### config.mk
export PLATFORM = sky130hd
export DESIGN_NAME = cau_back_flat
export DESIGN_NICKNAME = d
export VERILOG_FILES = /design/src/hdl/cau_pkg.sv /design/src/hdl/cau_out_if.sv /design/src/hdl/cau_back.sv /design/src/flat_wrapper.sv
export SDC_FILE = /design/constraint.sdc
export NUM_CORES = 1
export LEC_CHECK = 0
export ABC_AREA = 0
export BUFFER_PORTS_ARGS = -buffer_cell sky130_fd_sc_hd__buf_2
export CAP_MARGIN = 15
export CORE_AREA = 2 2 230 232
export CTS_CLUSTER_SIZE = 25
export DETAILED_ROUTE_END_ITERATION = 16
export DIE_AREA = 0 0 232 234
export HOLD_SLACK_MARGIN = 0.12
export SYNTH_ARGS = -nofsm -noshare
export SYNTH_HDL_FRONTEND = slang
export SYNTH_SLANG_ARGS = --single-unit
export TNS_END_PERCENT = 1
### constraint.sdc
create_clock -name i_clk -period 7 [get_ports i_clk]
set_input_delay 1.4 -clock i_clk [delete_from_list [all_inputs] [get_ports i_clk]]
set_output_delay 1.4 -clock i_clk [all_outputs]
set_load 0.1 [all_outputs]
### src/hdl/cau_pkg.sv
// ----------------------------------------------------------------------------
// Complex arithmetic unit package
// Widths, operation codes, pipeline payload types and the saturation helpers
// shared by the stages of the complex arithmetic unit.
// ----------------------------------------------------------------------------
package cau_pkg;

    localparam int DATA_W  = 32;
    localparam int FRAC_W  = 16;
    localparam int PROD_W  = 2 * DATA_W;
    localparam int SUM_W   = PROD_W + 1;
    localparam int SAT_W   = PROD_W + 1;
    localparam int SHIFT_W = DATA_W - FRAC_W;
    localparam int STEP_N  = DATA_W;
    localparam int SQR_W   = DATA_W + 4;

    typedef enum logic [2:0] {
        FN_ADD = 3'd0,
        FN_SUB = 3'd1,
        FN_MUL = 3'd2,
        FN_DIV = 3'd3,
        FN_NEG = 3'd4,
        FN_MAG = 3'd5,
        FN_EQ  = 3'd6
    } t_func;

    typedef struct packed {
        logic signed [DATA_W-1:0] re;
        logic signed [DATA_W-1:0] im;
        logic                     eq;
        logic                     dz;
        logic                     ov;
    } t_res;

    typedef struct packed {
        logic signed [DATA_W-1:0] val;
        logic                     ov;
    } t_part;

    // Payload of the quotient and square root step chain.
    typedef struct packed {
        logic              vld;
        t_func             func;
        t_res              res;
        logic              neg_re;
        logic              neg_im;
        logic              big_re;
        logic              big_im;
        logic [PROD_W-1:0] rem_re;
        logic [PROD_W-1:0] rem_im;
        logic [PROD_W-1:0] den;
        logic [PROD_W-1:0] sq_src;
        logic [DATA_W-1:0] xlo_re;
        logic [DATA_W-1:0] xlo_im;
        logic [DATA_W-1:0] q_re;
        logic [DATA_W-1:0] q_im;
        logic [DATA_W-1:0] root;
        logic [SQR_W-1:0]  sq_rem;
    } t_iter;

    // Clamp a sign and magnitude value to the signed data range.
    function automatic t_part f_sat(input logic neg, input logic [SAT_W-1:0] mag);
        logic [SAT_W-1:0]  lim;
        logic [SAT_W-1:0]  m;
        logic [DATA_W-1:0] mt;
        t_part             r;
        lim   = neg ? (SAT_W'(1) << (DATA_W - 1))
                    : ((SAT_W'(1) << (DATA_W - 1)) - SAT_W'(1));
        r.ov  = mag > lim;
        m     = r.ov ? lim : mag;
        mt    = m[DATA_W-1:0];
        r.val = neg ? (~mt + 1'b1) : mt;
        return r;
    endfunction

    // Clamp a two's complement value two bits wider than the data range.
    function automatic t_part f_clamp(input logic signed [DATA_W+1:0] v);
        t_part r;
        r.ov = !((v[DATA_W+1:DATA_W-1] == 3'b000) || (v[DATA_W+1:DATA_W-1] == 3'b111));
        if (r.ov) begin
            r.val = v[DATA_W+1] ? {1'b1, {(DATA_W-1){1'b0}}} : {1'b0, {(DATA_W-1){1'b1}}};
        end else begin
            r.val = v[DATA_W-1:0];
        end
        return r;
    endfunction

endpackage

### src/hdl/cau_out_if.sv
// ----------------------------------------------------------------------------
// Complex arithmetic unit output channel
// Valid/ready channel carrying the result parts and the status flags.
// ----------------------------------------------------------------------------
interface cau_out_if;
    logic                             valid;
    logic                             ready;
    logic signed [cau_pkg::DATA_W-1:0] res_re;
    logic signed [cau_pkg::DATA_W-1:0] res_im;
    logic                             equal;
    logic                             div_zero;
    logic                             overflow;

    modport source(output valid, res_re, res_im, equal, div_zero, overflow, input ready);
    modport sink(input valid, res_re, res_im, equal, div_zero, overflow, output ready);
endinterface

### src/hdl/cau_back.sv
// ----------------------------------------------------------------------------
// Complex arithmetic unit back end
// Final saturation of quotient and root, result selection and the output
// register that drives the result channel.
// ----------------------------------------------------------------------------
module cau_back (
    input  logic           i_clk,
    input  logic           i_rst_n,
    input  cau_pkg::t_iter i_d,
    output logic           o_en,
    cau_out_if.source      o_out
);

    logic           r_vld;
    cau_pkg::t_res  r_res, n_res;
    cau_pkg::t_part x_qre;
    cau_pkg::t_part x_qim;
    cau_pkg::t_part x_root;

    always_comb begin
        x_qre  = cau_pkg::f_sat(i_d.neg_re, cau_pkg::SAT_W'({i_d.big_re, i_d.q_re}));
        x_qim  = cau_pkg::f_sat(i_d.neg_im, cau_pkg::SAT_W'({i_d.big_im, i_d.q_im}));
        x_root = cau_pkg::f_sat(1'b0, cau_pkg::SAT_W'(i_d.root));
        n_res  = i_d.res;
        case (i_d.func)
            cau_pkg::FN_DIV: begin
                n_res = '0;
                if (i_d.res.dz) begin
                    n_res.dz = 1'b1;
                end else begin
                    n_res.re = x_qre.val;
                    n_res.im = x_qim.val;
                    n_res.ov = x_qre.ov | x_qim.ov;
                end
            end
            cau_pkg::FN_MAG: begin
                n_res    = '0;
                n_res.re = x_root.val;
                n_res.ov = x_root.ov;
            end
            default: begin
                n_res = i_d.res;
            end
        endcase
    end

    // The whole pipeline advances whenever the output register can take an item.
    assign o_en = !r_vld || o_out.ready;

    always_ff @(posedge i_clk) begin
        if (!i_rst_n) begin
            r_vld <= 1'b0;
        end else if (o_en) begin
            r_vld <= i_d.vld;
        end
    end

    always_ff @(posedge i_clk) begin
        if (o_en) begin
            r_res <= n_res;
        end
    end

    assign o_out.valid    = r_vld;
    assign o_out.res_re   = r_res.re;
    assign o_out.res_im   = r_res.im;
    assign o_out.equal    = r_res.eq;
    assign o_out.div_zero = r_res.dz;
    assign o_out.overflow = r_res.ov;

endmodule

### src/flat_wrapper.sv
// flat-port wrapper written by rule: the top's interface ports become plain ports
module cau_back_flat 
  (i_clk, i_rst_n, i_d, o_en, o_out_valid, o_out_res_re, o_out_res_im, o_out_equal, o_out_div_zero, o_out_overflow, o_out_ready);
  cau_out_if o_out_i ();
  input  logic i_clk;
  input  logic i_rst_n;
  input  cau_pkg::t_iter i_d;
  output logic o_en;
  output wire logic [$bits(o_out_i.valid)-1:0] o_out_valid;
  output wire logic [$bits(o_out_i.res_re)-1:0] o_out_res_re;
  output wire logic [$bits(o_out_i.res_im)-1:0] o_out_res_im;
  output wire logic [$bits(o_out_i.equal)-1:0] o_out_equal;
  output wire logic [$bits(o_out_i.div_zero)-1:0] o_out_div_zero;
  output wire logic [$bits(o_out_i.overflow)-1:0] o_out_overflow;
  input wire logic [$bits(o_out_i.ready)-1:0] o_out_ready;
  assign o_out_valid = o_out_i.valid;
  assign o_out_res_re = o_out_i.res_re;
  assign o_out_res_im = o_out_i.res_im;
  assign o_out_equal = o_out_i.equal;
  assign o_out_div_zero = o_out_i.div_zero;
  assign o_out_overflow = o_out_i.overflow;
  assign o_out_i.ready = o_out_ready;
  cau_back u_core (.i_clk(i_clk), .i_rst_n(i_rst_n), .i_d(i_d), .o_en(o_en), .o_out(o_out_i));
endmodule
==> impl_results.md <==
* Outcome: completed
* Average wire per standard cell at 20.4 µm
* P per Cell Area at 192 nW/µm²
* DR iter-0 viols at 607
* Power Total at 1.78 mW
* CTS resizes at 0
* First-pass DRT Iterations at 5
* Die Span Y at 234 µm
* Tcrit/Tclk final at 84.9%
* Achievable frequency at 168 MHz
* Hold Path Stages at 1
* Hold Startpoint: u_core.o_out.valid
* Synth Instances at 818
* Hold worst-path end: u_core.o_out.res_re[5]
* Die width at 232 µm
* Required @ worst endpoint at 7.09 ns
* Drt total wl at 35700 µm
* DR vias at 7772
* Warnings, synthesis at 0
* # fillers at 5861
* CTS Buffer Depth at 2
* Synth-to-layout area growth at 34.6%
* Hold buffer count at cts at 0
* Port buffer count at 242
* CP max FO at 18
* Sequential area share after synthesis at 29.5%
* Core footprint at 52000 µm²
* TritonCTS buffer count at 9
* Final #Nets at 1647
* R2R Setup Slk at 5.28 ns
* Synth Area per Inst at 8.42 µm²
* Final Hold Vio Count at 0
* Full die area at 54300 µm²
* Clk sinks at 68
* Rel. slew slack at 28.3%
* Critical path class: input port to flip-flop
* Largest net degree at the start of global routing at 44
* Drc violations at 0
* Final min period at 5.94 ns
* Setup repair bufs after CTS at 0
* Reg-to-Reg End: u_core.o_out.res_re[2]
* Num ports at 599
* Worst-margin pin slew at 1.07 ns
* Syn_nets at 1414
* Final number of max-transition violations at 0
* Clk Latency, worst-skew pair at 0.38 ns
* Post-synth ARST share at 0%
* Antenna viol nets, final at 0
* Cell variety after synth at 83
* Layout Cells excl Fill at 1746
* Placed Cells at 1728
* Root buffer cell: clkbuf_16
* CP Capture Type: flip-flop
* Post-synth EDFFs at 67
* CTS tree: yes
* Clock transition at path regs at 0.08 ns
* Cell Area, Synth at 6890 µm²
* DP Wirelength at 28600 µm
* Hold slack at 0.951 ns
* Startpoint types: input port
* Final Skew at 0.0154 ns
* RSZ-0062 raised after global routing: no
* Leakage at 3.80 nW
* Core Util, Final at 17.8%
* Hold Path Class: flip-flop to flip-flop
* Initial Util at 13.2%
* Setup TNS at 0 ns
* Aggregate global-route resource usage at 12.8%
* Initial antenna violation count at 15
* Max Cap Violations at 0
* Main synth FF type: edfxtp_1
* Final setup fails at 0
* Share of layout cells above drive strength 1 at 30.5%
* Total gr overflow at 0
* Worst VDD drop at 112 µV
* Placer congestion estimate at 0.855
* Rows at 84
* Worst R2R Start: u_core.o_out.valid
* Global-route wire length before repair at 49600 µm
* Number of vias per cell at 4.45
* H-tree depth at 3
* CP arrival at 6.03 ns
* Post-synthesis register bit count at 68
* R2R cell count at 2
* Vias in the first global route at 7101
## worst max path at each step
stage / from / end / slack (ns) / cells past startpoint
2_1_floorplan: i_d[454] / u_core.o_out.res_im[30] / 1.06 / 19
3_3_place_gp: i_d[454] / u_core.o_out.res_im[30] / 0.79 / 18
3_5_place_dp: i_d[455] / u_core.o_out.res_re[28] / 0.72 / 18
4_1_cts: i_d[455] / u_core.o_out.res_re[28] / 1.13 / 18
5_1_grt: i_d[455] / u_core.o_out.res_re[28] / 0.70 / 18
6_report: i_d[454] / u_core.o_out.res_im[30] / 1.06 / 18
## critical path, stage by stage
cell and delay [ns]:
buf_2 0.37, clkinv_1 0.17, ha_1 0.36, nand4b_4 0.14, or4_4 0.63, o31ai_4 0.35, nor3b_2 0.09, buf_4 0.18
a21o_1 0.21, mux2i_1 0.22, ha_1 0.22, nand4_1 0.21, buf_4 0.25, or3_4 0.36, o41ai_2 0.32, xor2_1 0.18
nand2_1 0.07, a22o_1 0.28
## metal layers
layer,track usage [%],part of all wire (%),up-vias
met5,0,0.41,-
met1,18.4,48,3630
met2,16.6,38,421
li1,-,-,3627
met3,4.71,9.8,72
met4,5.77,4.4,22
## where the power goes
group	internal (mW)	total, mW	switching, mW
combinational	0.174	0.784	0.610
clock	0.276	0.485	0.209
sequential	0.501	0.512	0.0116
total	0.950	1.78	0.830
## Yosys cell counts, types with 11 or more instances
library cell / instances / area share, %
nor4_1: 11 / 1.0
clkbuf_1: 36 / 2.0
o21ai_0: 60 / 4.4
a21oi_1: 61 / 4.4
nand3_1: 39 / 2.8
o21ai_1: 11 / 0.80
nand4_1: 17 / 1.5
mux2_2: 15 / 2.5
nor3_1: 24 / 1.7
ha_1: 66 / 12
nor2_1: 114 / 6.2
edfxtp_1: 67 / 29
o211ai_1: 11 / 1.2
inv_1: 12 / 0.65
nand2_1: 68 / 3.7
xor2_1: 12 / 1.5
o31ai_1: 16 / 1.7
## sequential cells by signal (all words and copies together), names as in the netlist
register               count
u_core.o_out.valid         1
u_core.o_out.res_im       32
u_core.o_out.div_zero      1
u_core.o_out.overflow      1
u_core.o_out.equal         1
u_core.o_out.res_re       32
## metrics by stage
| step | setup WS (ns) | area (µm²) |
|---|---|---|
| finish | 1.06 | 9270 |
| global route | 0.697 | 9260 |
| CTS | 1.13 | 9260 |
| detailed placement | 0.716 | 8970 |
| global placement | 0.785 | 8970 |
| floorplan | 1.06 | 6890 |
## area by class of cell
class	count	area (µm²)	share of cell area [%]
clock inverter	6	63.8	0.689
inverter	13	48.8	0.527
clock buffer	10	229	2.47
sequential	68	2030	21.9
tap	688	861	9.29
antenna	2	5.00	0.0540
multi-input combinational	692	4630	49.9
timing repair buffer	267	1400	15.1
## cell usage in the layout (no fill, tap or decap), types with 11 or more instances in the layout
| cell | netlist | layout |
|---|---|---|
| buf_2 | 6 | 242 |
| nand2_1 | 68 | 67 |
| o211ai_1 | 11 | 11 |
| mux2_2 | 15 | 15 |
| ha_1 | 66 | 66 |
| inv_1 | 12 | 12 |
| edfxtp_1 | 67 | 67 |
| a21oi_1 | 61 | 61 |
| o21ai_0 | 60 | 60 |
| o21ai_1 | 11 | 11 |
| o31ai_1 | 16 | 16 |
| nor3_1 | 24 | 24 |
| nor2_1 | 114 | 114 |
| xor2_1 | 12 | 12 |
| nand4_1 | 17 | 17 |
| nor4_1 | 11 | 11 |
| nand3_1 | 39 | 39 |
| buf_4 | 1 | 25 |
## cells by family (layout without fill, tap and decap cells)
group | after synthesis | after routing | synth area share [%]
and+or+nand+nor | 334 | 334 | 24.5
AOI/OAI and AO/OA | 248 | 248 | 24.1
DFF | 68 | 68 | 29.5
adders and majority gates | 66 | 66 | 12.0
buffers and inverters | 58 | 296 | 3.43
muxes | 28 | 28 | 4.42
xor gates and xnor gates | 16 | 16 | 2.04
other | 0 | 2 | 0
Note: power is estimated with default switching activity, not from simulation.
