<file path="src/hdl/cau_pkg.sv">
// ----------------------------------------------------------------------------
// Complex arithmetic unit package
// Widths, operation codes, pipeline payload types and the saturation helpers
// shared by the stages of the complex arithmetic unit.
// ----------------------------------------------------------------------------
package cau_pkg;

    localparam int DATA_W  = 32;
    localparam int FRAC_W  = 16;
    localparam int PROD_W  = 2 * DATA_W;
    localparam int SUM_W   = PROD_W + 1;
    localparam int SAT_W   = PROD_W + 1;
    localparam int SHIFT_W = DATA_W - FRAC_W;
    localparam int STEP_N  = DATA_W;
    localparam int SQR_W   = DATA_W + 4;

    typedef enum logic [2:0] {
        FN_ADD = 3'd0,
        FN_SUB = 3'd1,
        FN_MUL = 3'd2,
        FN_DIV = 3'd3,
        FN_NEG = 3'd4,
        FN_MAG = 3'd5,
        FN_EQ  = 3'd6
    } t_func;

    typedef struct packed {
        logic signed [DATA_W-1:0] re;
        logic signed [DATA_W-1:0] im;
        logic                     eq;
        logic                     dz;
        logic                     ov;
    } t_res;

    typedef struct packed {
        logic signed [DATA_W-1:0] val;
        logic                     ov;
    } t_part;

    // Payload of the quotient and square root step chain.
    typedef struct packed {
        logic              vld;
        t_func             func;
        t_res              res;
        logic              neg_re;
        logic              neg_im;
        logic              big_re;
        logic              big_im;
        logic [PROD_W-1:0] rem_re;
        logic [PROD_W-1:0] rem_im;
        logic [PROD_W-1:0] den;
        logic [PROD_W-1:0] sq_src;
        logic [DATA_W-1:0] xlo_re;
        logic [DATA_W-1:0] xlo_im;
        logic [DATA_W-1:0] q_re;
        logic [DATA_W-1:0] q_im;
        logic [DATA_W-1:0] root;
        logic [SQR_W-1:0]  sq_rem;
    } t_iter;

    // Clamp a sign and magnitude value to the signed data range.
    function automatic t_part f_sat(input logic neg, input logic [SAT_W-1:0] mag);
        logic [SAT_W-1:0]  lim;
        logic [SAT_W-1:0]  m;
        logic [DATA_W-1:0] mt;
        t_part             r;
        lim   = neg ? (SAT_W'(1) << (DATA_W - 1))
                    : ((SAT_W'(1) << (DATA_W - 1)) - SAT_W'(1));
        r.ov  = mag > lim;
        m     = r.ov ? lim : mag;
        mt    = m[DATA_W-1:0];
        r.val = neg ? (~mt + 1'b1) : mt;
        return r;
    endfunction

    // Clamp a two's complement value two bits wider than the data range.
    function automatic t_part f_clamp(input logic signed [DATA_W+1:0] v);
        t_part r;
        r.ov = !((v[DATA_W+1:DATA_W-1] == 3'b000) || (v[DATA_W+1:DATA_W-1] == 3'b111));
        if (r.ov) begin
            r.val = v[DATA_W+1] ? {1'b1, {(DATA_W-1){1'b0}}} : {1'b0, {(DATA_W-1){1'b1}}};
        end else begin
            r.val = v[DATA_W-1:0];
        end
        return r;
    endfunction

endpackage

</file>
<file path="src/hdl/cau_step.sv">
// ----------------------------------------------------------------------------
// Complex arithmetic unit step stage
// One registered step: a restoring quotient bit for each part and one bit
// of the integer square root.
// ----------------------------------------------------------------------------
module cau_step (
    input  logic           i_clk,
    input  logic           i_rst_n,
    input  logic           i_en,
    input  cau_pkg::t_iter i_d,
    output cau_pkg::t_iter o_q
);

    cau_pkg::t_iter             r_q, n_q;
    logic [cau_pkg::PROD_W-1:0] x_sh_re;
    logic [cau_pkg::PROD_W-1:0] x_sh_im;
    logic                       x_ge_re;
    logic                       x_ge_im;
    logic [cau_pkg::SQR_W-1:0]  x_sh_sq;
    logic [cau_pkg::SQR_W-1:0]  x_trial;
    logic                       x_ge_sq;

    always_comb begin
        // The remainder stays below the divisor, so its top bit is free.
        x_sh_re = {i_d.rem_re[cau_pkg::PROD_W-2:0], i_d.xlo_re[cau_pkg::DATA_W-1]};
        x_sh_im = {i_d.rem_im[cau_pkg::PROD_W-2:0], i_d.xlo_im[cau_pkg::DATA_W-1]};
        x_ge_re = x_sh_re >= i_d.den;
        x_ge_im = x_sh_im >= i_d.den;
        x_sh_sq = {i_d.sq_rem[cau_pkg::SQR_W-3:0],
                   i_d.sq_src[cau_pkg::PROD_W-1:cau_pkg::PROD_W-2]};
        x_trial = cau_pkg::SQR_W'({i_d.root, 2'b01});
        x_ge_sq = x_sh_sq >= x_trial;

        n_q        = i_d;
        n_q.rem_re = x_ge_re ? (x_sh_re - i_d.den) : x_sh_re;
        n_q.rem_im = x_ge_im ? (x_sh_im - i_d.den) : x_sh_im;
        n_q.xlo_re = i_d.xlo_re << 1;
        n_q.xlo_im = i_d.xlo_im << 1;
        n_q.q_re   = {i_d.q_re[cau_pkg::DATA_W-2:0], x_ge_re};
        n_q.q_im   = {i_d.q_im[cau_pkg::DATA_W-2:0], x_ge_im};
        n_q.sq_rem = x_ge_sq ? (x_sh_sq - x_trial) : x_sh_sq;
        n_q.sq_src = i_d.sq_src << 2;
        n_q.root   = {i_d.root[cau_pkg::DATA_W-2:0], x_ge_sq};
    end

    always_ff @(posedge i_clk) begin
        if (!i_rst_n) begin
            r_q.vld <= 1'b0;
        end else if (i_en) begin
            r_q <= n_q;
        end
    end

    assign o_q = r_q;

endmodule

</file>
<file path="config.mk">
export PLATFORM = sky130hd
export DESIGN_NAME = cau_step
export DESIGN_NICKNAME = d
export VERILOG_FILES = /design/src/hdl/cau_pkg.sv /design/src/hdl/cau_step.sv
export SDC_FILE = /design/constraint.sdc
export NUM_CORES = 1
export LEC_CHECK = 0
export CAP_MARGIN = 10
export CORE_AREA = 2 2 416 418
export CTS_CLUSTER_SIZE = 40
export DETAILED_ROUTE_END_ITERATION = 8
export DIE_AREA = 0 0 418 420
export DONT_BUFFER_PORTS = 1
export PLACE_DENSITY = 0.38
export SYNTH_ARGS = -nofsm -noshare
export SYNTH_HDL_FRONTEND = slang
export SYNTH_SLANG_ARGS = --single-unit
</file>
<file path="constraint.sdc">
create_clock -name i_clk -period 30.2 [get_ports i_clk]
set_input_delay 3.02 -clock i_clk [delete_from_list [all_inputs] [get_ports i_clk]]
set_output_delay 3.02 -clock i_clk [all_outputs]
set_load 0.005 [all_outputs]
</file>
==> flow_metrics.env, run 1 <==
export IMPL_timing_reg2reg_worst_path_depth=2
export IMPL_crit_path_max_fanout=79
export IMPL_cts_setup_buffers=0
export IMPL_drive_above_1_share_pct=7.655
export IMPL_place_congestion=0.8763
export IMPL_die_x_um=418
export IMPL_seqPwrFrac_pct=43.0
export IMPL_synth_warnings=0
export IMPL_routed_wire_length_per_instance_um=33.99
export IMPL_worstMarginPinSlew_ns=1.131
export IMPL_r2r_setup_slack_ns=29.56
export IMPL_yosysTopAreaCellShare_pct=56.75
export IMPL_ys_async_sr_fraction_pct=0
export IMPL_cts_buffer_count=74
export IMPL_max_clock_freq_mhz=137.2
export IMPL_crit_path_start="i_d[195]"
export IMPL_crit_path_end_kind="flip-flop"
export IMPL_worst_setup_path_start_kind="input port"
export IMPL_setup_viol_count_final=0
export IMPL_synth_top_flop_cell="edfxtp_1"
export IMPL_netlist_top_cell_by_area="edfxtp_1"
export IMPL_timing_max_slew_rel_slack_pct=23.79
export IMPL_grt_antenna_before_repair=116
export IMPL_cts_tree="done"
export IMPL_cp_data_required_time_ns=30.66
export IMPL_post_drt_via_cell_ratio=4.329
export IMPL_maxCapViolCount=0
export IMPL_leakage_nw=11.55
export IMPL_postSynthCellCount=2403
export IMPL_cts_max_path_buffers=3
export IMPL_h_tree_depth=3
export IMPL_clkTransAtPathRegs_ns=0.06
export IMPL_first_global_vias=19572
export IMPL_tritoncts_num_sinks=523
export IMPL_switching_share_pct=30.39
export IMPL_synth_yosys_seq_area_share_pct=56.83
export IMPL_power_density_nw_per_um2=67.26
export IMPL_multi_input_comb_area_sq_um=10970
export IMPL_synth_cell_area_sq_um=27620
export IMPL_yosysMostFrequentCell="edfxtp_1"
export IMPL_vias=20357
export IMPL_synthTopCellsByArea="edfxtp_1 (57%), ha_1 (7.3%), a21oi_1 (4.9%)"
export IMPL_final_instance_count_excl_fill=4703
export IMPL_fp_coreArea_sq_um=171000
export IMPL_critical_path_slowest_stage_cell="buf_4"
export IMPL_floorplan_die_height_um=420
export IMPL_worst_setup_path_endpoint="o_q[399]$_DFFE_PP_"
export IMPL_cts_resized=0
export IMPL_layout_area_seq_sq_um=15700
export IMPL_hold_class="reg2reg"
export IMPL_cells_traversed_along_the_worst_timing_path="inv_1 > ha_1 > fa_1 > nand2b_1 > a21oi_1 > o2111ai_1 > a211oi_1 > o21a_1 > o211ai_1 > nand2_4 > buf_4 > mux2_2"
export IMPL_final_util_pct=19.10
export IMPL_port_buffer_count=0
export IMPL_ir_worst_vdd_mv=0.03592
export IMPL_grt_pass1_wl_um=201000
export IMPL_fillCellCount=18529
export IMPL_design_die_area_sq_um=175600
export IMPL_floorplan_rows=152
export IMPL_maxSlewViolCount=0
export IMPL_fin_tns_setup_ns=0
export IMPL_critPathKind="in2reg"
export IMPL_internal_power_mw=1.529
export IMPL_start_util_pct=16.15
export IMPL_clk_latency_ns=0.70
export IMPL_cts_root_buffer="clkbuf_16"
export IMPL_dpl_hpwl_um=136300
export IMPL_hold_path_cell_count=2
export IMPL_run_status="completed"
export IMPL_ys_seq_elements=523
export IMPL_place_inst=4542
export IMPL_overall_track_demand_over_capacity_in_global_routing_pct=17.43
export IMPL_first_iter_violations=1569
export IMPL_totalWireLength_um=159800
export IMPL_grt_setup_unrepaired="no"
export IMPL_most_common_library_cells_after_synthesis="edfxtp_1 (522), a21oi_1 (272), nor2_1 (187), ha_1 (162), nand2_1 (152)"
export IMPL_drc=0
export IMPL_final_net_count=3079
export IMPL_detail_route_first_pass_iterations=5
export IMPL_hold_buffers=0
export IMPL_min_period_over_period_pct=24.13
export IMPL_globalRoute_totalOverflow=0
export IMPL_drtAntennaViolNets=0
export IMPL_clockPowerShare_pct=42.3
export IMPL_largest_reg_flops=523
export IMPL_r2r_end="o_q[526]$_SDFFE_PN0P_"
export IMPL_net_switching_power_mw=0.6673
export IMPL_yosysUniqueCellTypes=82
export IMPL_area_delta_synth_final_pct=18.21
export IMPL_crit_arrival_ns=7.75
export IMPL_slowest_delay_ns=0.73
export IMPL_number_of_enable_flip_flop_cells_after_synthesis=522
export IMPL_fin_skew_ns=0
export IMPL_boundaryPins=1057
export IMPL_worstReg2RegStart="o_q[526]$_SDFFE_PN0P_"
export IMPL_timing_final_hold_violations=0
export IMPL_largest_net_degree_at_the_start_of_global_routing=80
export IMPL_comb_power_share_pct=14.7
export IMPL_postSynthAreaPerCell_sq_um=11.49
export IMPL_final_period_minus_worst_setup_slack_ns=7.288
worst min path at each step:
stage / startpoint / endpoint / slack, ns
finish: o_q[526]$_SDFFE_PN0P_ / o_q[526]$_SDFFE_PN0P_ / 0.58
global route: o_q[526]$_SDFFE_PN0P_ / o_q[526]$_SDFFE_PN0P_ / 0.65
floorplan: o_q[526]$_SDFFE_PN0P_ / o_q[526]$_SDFFE_PN0P_ / 0.51
detailed placement: o_q[526]$_SDFFE_PN0P_ / o_q[526]$_SDFFE_PN0P_ / 0.58
CTS: o_q[526]$_SDFFE_PN0P_ / o_q[526]$_SDFFE_PN0P_ / 0.59
global placement: o_q[526]$_SDFFE_PN0P_ / o_q[526]$_SDFFE_PN0P_ / 0.58
stage by stage:
stage / worst slack (ns) / hold WS (ns) / instance area (sq um) / power [mW]
2_1_floorplan: 14.51 / 0.5073 / 27630 / 1.153
3_3_place_gp: 22.08 / 0.5839 / 30060 / 1.285
3_5_place_dp: 22.11 / 0.5787 / 30060 / 1.282
4_1_cts: 22.90 / 0.5934 / 32580 / 2.231
5_1_grt: 22.61 / 0.6486 / 32620 / 2.288
6_report: 22.91 / 0.5784 / 32650 / 2.196
power groups by stage:
stage | clock [mW] | sequential [mW] | combinational, mW
floorplan | 0 | 0.925 | 0.229
global route | 0.981 | 0.950 | 0.357
CTS | 0.960 | 0.947 | 0.324
finish | 0.929 | 0.943 | 0.323
detailed placement | 0 | 0.960 | 0.321
global placement | 0 | 0.962 | 0.323
metal layers:
layer / share of wire, % / track usage, % / vias up / wire length (um)
li1: - / - / 8994 / -
met1: 35 / 17.75 / 10018 / 55660
met2: 50 / 30.41 / 1015 / 80620
met3: 11 / 8.902 / 320 / 18120
met4: 3.2 / 6.015 / 10 / 5130
met5: 0.19 / 1.056 / - / 309
cell usage in the layout (no fill, tap or decap), types with 27 or more instances in the layout:
cell type,n
o21ai_0,133
a21o_1,96
xnor2_1,75
edfxtp_1,522
nand4_1,56
diode_2,27
o21a_1,27
a21oi_1,272
xor2_1,72
nand3_1,35
ha_1,162
mux2_2,28
nand2_1,151
clkbuf_16,74
nor2_1,187
inv_1,133
logic make-up after synthesis:
family                   Yosys count  synth area share (%)
buffers and inverters            243                 3.579
multiplexers                      36                 1.450
other                              1               0.01358
AO/OA/AOI/OAI                    709                 15.98
flip-flops                       523                 56.83
XOR/XNOR                         147                 4.662
AND/OR/NAND/NOR                  580                 10.01
adder cells (fa/ha/maj)          164                 7.484
worst max-delay path: cells and delay by family:
| kind | cells | cell delay (ns) |
|---|---|---|
| and+or+nand+nor | 2 | 0.76 |
| buffers and inverters | 2 | 0.76 |
| muxes | 1 | 0.44 |
| adders and majority gates | 2 | 0.70 |
| AOI/OAI and AO/OA | 5 | 1.93 |
area by class of cell:
type,instances,area share [%]
diodes,27,0.2070
flip-flops and latches,523,48.07
well taps,2233,8.558
multi-input cells,1640,33.60
clock inverters,45,1.855
clock buffers,89,5.875
inverters,133,1.529
repair buffers,13,0.2989
(Power assumes the default switching activity.)
==> run 2, diff against run 1 <==
- clock period: 30.2 -> 7 ns (I/O delays scaled with it)
==> run 2 against run 1 <==
Effect of this change:
- clock skew did not move
- sequential share of layout area grew 0.081 points
- via count is 0.54% higher
==> flow_metrics.env, run 2 (synthesis gave the netlist of run 1 again) <==
export IMPL_run_status="completed"
export IMPL_hold_class="in2reg"
export IMPL_crit_arrival_ns=4.96
export IMPL_area_delta_synth_final_pct=18.01
export IMPL_final_design_area_no_fill_sq_um=32590
export IMPL_final_net_count=3077
export IMPL_fin_tns_setup_ns=0
export IMPL_cts_max_path_buffers=3
export IMPL_worst_setup_path_start_kind="input port"
export IMPL_cts_setup_buffers=0
export IMPL_fin_skew_ns=0
export IMPL_power_density_nw_per_um2=286.7
export IMPL_final_util_pct=19.06
export IMPL_crit_path_end_kind="flip-flop"
export IMPL_cts_tree="done"
export IMPL_grt_pass1_wl_um=202100
export IMPL_fillCellCount=18556
export IMPL_cells_traversed_along_the_worst_timing_path="inv_1 > ha_1 > fa_1 > nand2b_1 > a21oi_1 > o2111ai_1 > a211o_1 > a21boi_0 > o21ai_0 > a21oi_1 > o21bai_1 > nand4b_1 > nor3b_1"
export IMPL_critPathKind="in2reg"
export IMPL_layout_area_seq_sq_um=15700
export IMPL_routed_wire_length_per_instance_um=34.42
export IMPL_port_buffer_count=0
export IMPL_maxSlewViolCount=0
export IMPL_r2r_setup_slack_ns=6.37
export IMPL_clk_latency_ns=0.71
export IMPL_leakage_nw=11.52
export IMPL_drive_above_1_share_pct=7.793
export IMPL_ir_worst_vdd_mv=0.1453
export IMPL_critical_path_slowest_stage_cell="a21oi_1"
export IMPL_max_clock_freq_mhz=222.5
export IMPL_fp_coreArea_sq_um=171000
export IMPL_place_congestion=0.8539
export IMPL_timing_critical_path_buf_inv=1
export IMPL_largest_net_degree_at_the_start_of_global_routing=135
export IMPL_vias=20466
export IMPL_setup_viol_count_final=0
export IMPL_multi_input_comb_area_sq_um=10970
export IMPL_worstMarginPinSlew_ns=1.275
export IMPL_hold_buffers=0
export IMPL_final_period_minus_worst_setup_slack_ns=4.494
export IMPL_die_x_um=418
export IMPL_post_drt_via_cell_ratio=4.364
export IMPL_placedInstanceArea_sq_um=30110
export IMPL_boundaryPins=1057
export IMPL_cp_top_family="compound AO/OA/AOI/OAI gates"
export IMPL_globalRoute_totalOverflow=0
export IMPL_grt_antenna_before_repair=121
export IMPL_first_global_vias=19429
export IMPL_detail_route_first_pass_iterations=5
export IMPL_drtAntennaViolNets=0
export IMPL_maxCapViolCount=0
export IMPL_h_tree_depth=3
export IMPL_crit_path_max_fanout=5
export IMPL_final_instance_count_excl_fill=4690
export IMPL_first_iter_violations=1564
export IMPL_grt_setup_unrepaired="no"
export IMPL_start_util_pct=16.15
export IMPL_layout_cells_most_common="edfxtp_1"
export IMPL_largest_reg_flops=523
export IMPL_slowest_delay_ns=0.59
export IMPL_floorplan_rows=152
export IMPL_min_period_over_period_pct=64.20
export IMPL_design_die_area_sq_um=175600
export IMPL_most_common_layout_cells="edfxtp_1 (522), a21oi_1 (272), nor2_1 (187)"
export IMPL_dpl_hpwl_um=138300
export IMPL_drc=0
export IMPL_critical_path_top_cell_by_count="a21oi_1"
export IMPL_tritoncts_num_sinks=523
export IMPL_place_inst=4541
export IMPL_totalWireLength_um=161400
export IMPL_overall_track_demand_over_capacity_in_global_routing_pct=17.55
export IMPL_total_power_mw=9.344
export IMPL_cp_data_required_time_ns=7.47
export IMPL_floorplan_die_height_um=420
export IMPL_cts_resized=0
export IMPL_cts_root_buffer="clkbuf_16"
export IMPL_timing_final_hold_violations=0
export IMPL_cts_buffer_count=73
export IMPL_clkTransAtPathRegs_ns=0.06
export IMPL_timing_max_slew_rel_slack_pct=14.99
==> run 2: changes by cell type in the layout (fill, tap and decap cells not counted), sizes merged <==
| cell | change |
|---|---|
| diode | -8 |
| clkbuf | -12 |
| buf | -1 |
| clkinv | +11 |
| inv | -4 |
| bufinv | -2 |
| clkinvlp | +3 |
==> run 2: power breakdown <==
group | internal (mW) | total, mW | switching, mW
logic | 0.491 | 1.40 | 0.904
registers | 3.78 | 4.08 | 0.303
clock network | 2.21 | 3.87 | 1.66
==> run 2: final cells by class <==
cell class,instances,share of cell area (%)
Antenna cell,19,0.1459
Clock buffer,77,5.682
Clock inverter,53,1.785
Timing Repair Buffer,12,0.4683
Tap cell,2233,8.572
Inverter,133,1.532
Sequential cell,523,48.16
Multi-Input combinational cell,1640,33.66
==> run 2: worst paths after layout <==
check | from | end | cells past startpoint
setup / recovery | i_d[195] | o_q[442]$_DFFE_PP_ | 13
hold / removal | i_d[137] | o_q[138]$_DFFE_PP_ | 0
setup reg to reg | o_q[526]$_SDFFE_PN0P_ | o_q[526]$_SDFFE_PN0P_ | 2
hold reg to reg | o_q[526]$_SDFFE_PN0P_ | o_q[526]$_SDFFE_PN0P_ | 2
==> run 2: layer usage <==
layer	global-route usage, %	vias up	wire (um)
li1	-	8969	-
met1	18.59	10061	57400
met2	31.27	1083	81940
met3	7.369	347	16210
met4	5.648	6	5823
met5	0	-	46
==> run 2: metrics by stage <==
stage	hold slack, ns	setup slack (ns)
detailed placement	0.5567	1.914
floorplan	0.5073	2.241
CTS	0.005812	2.644
global placement	0.5539	1.871
global route	0.03396	2.329
finish	0.08114	2.506
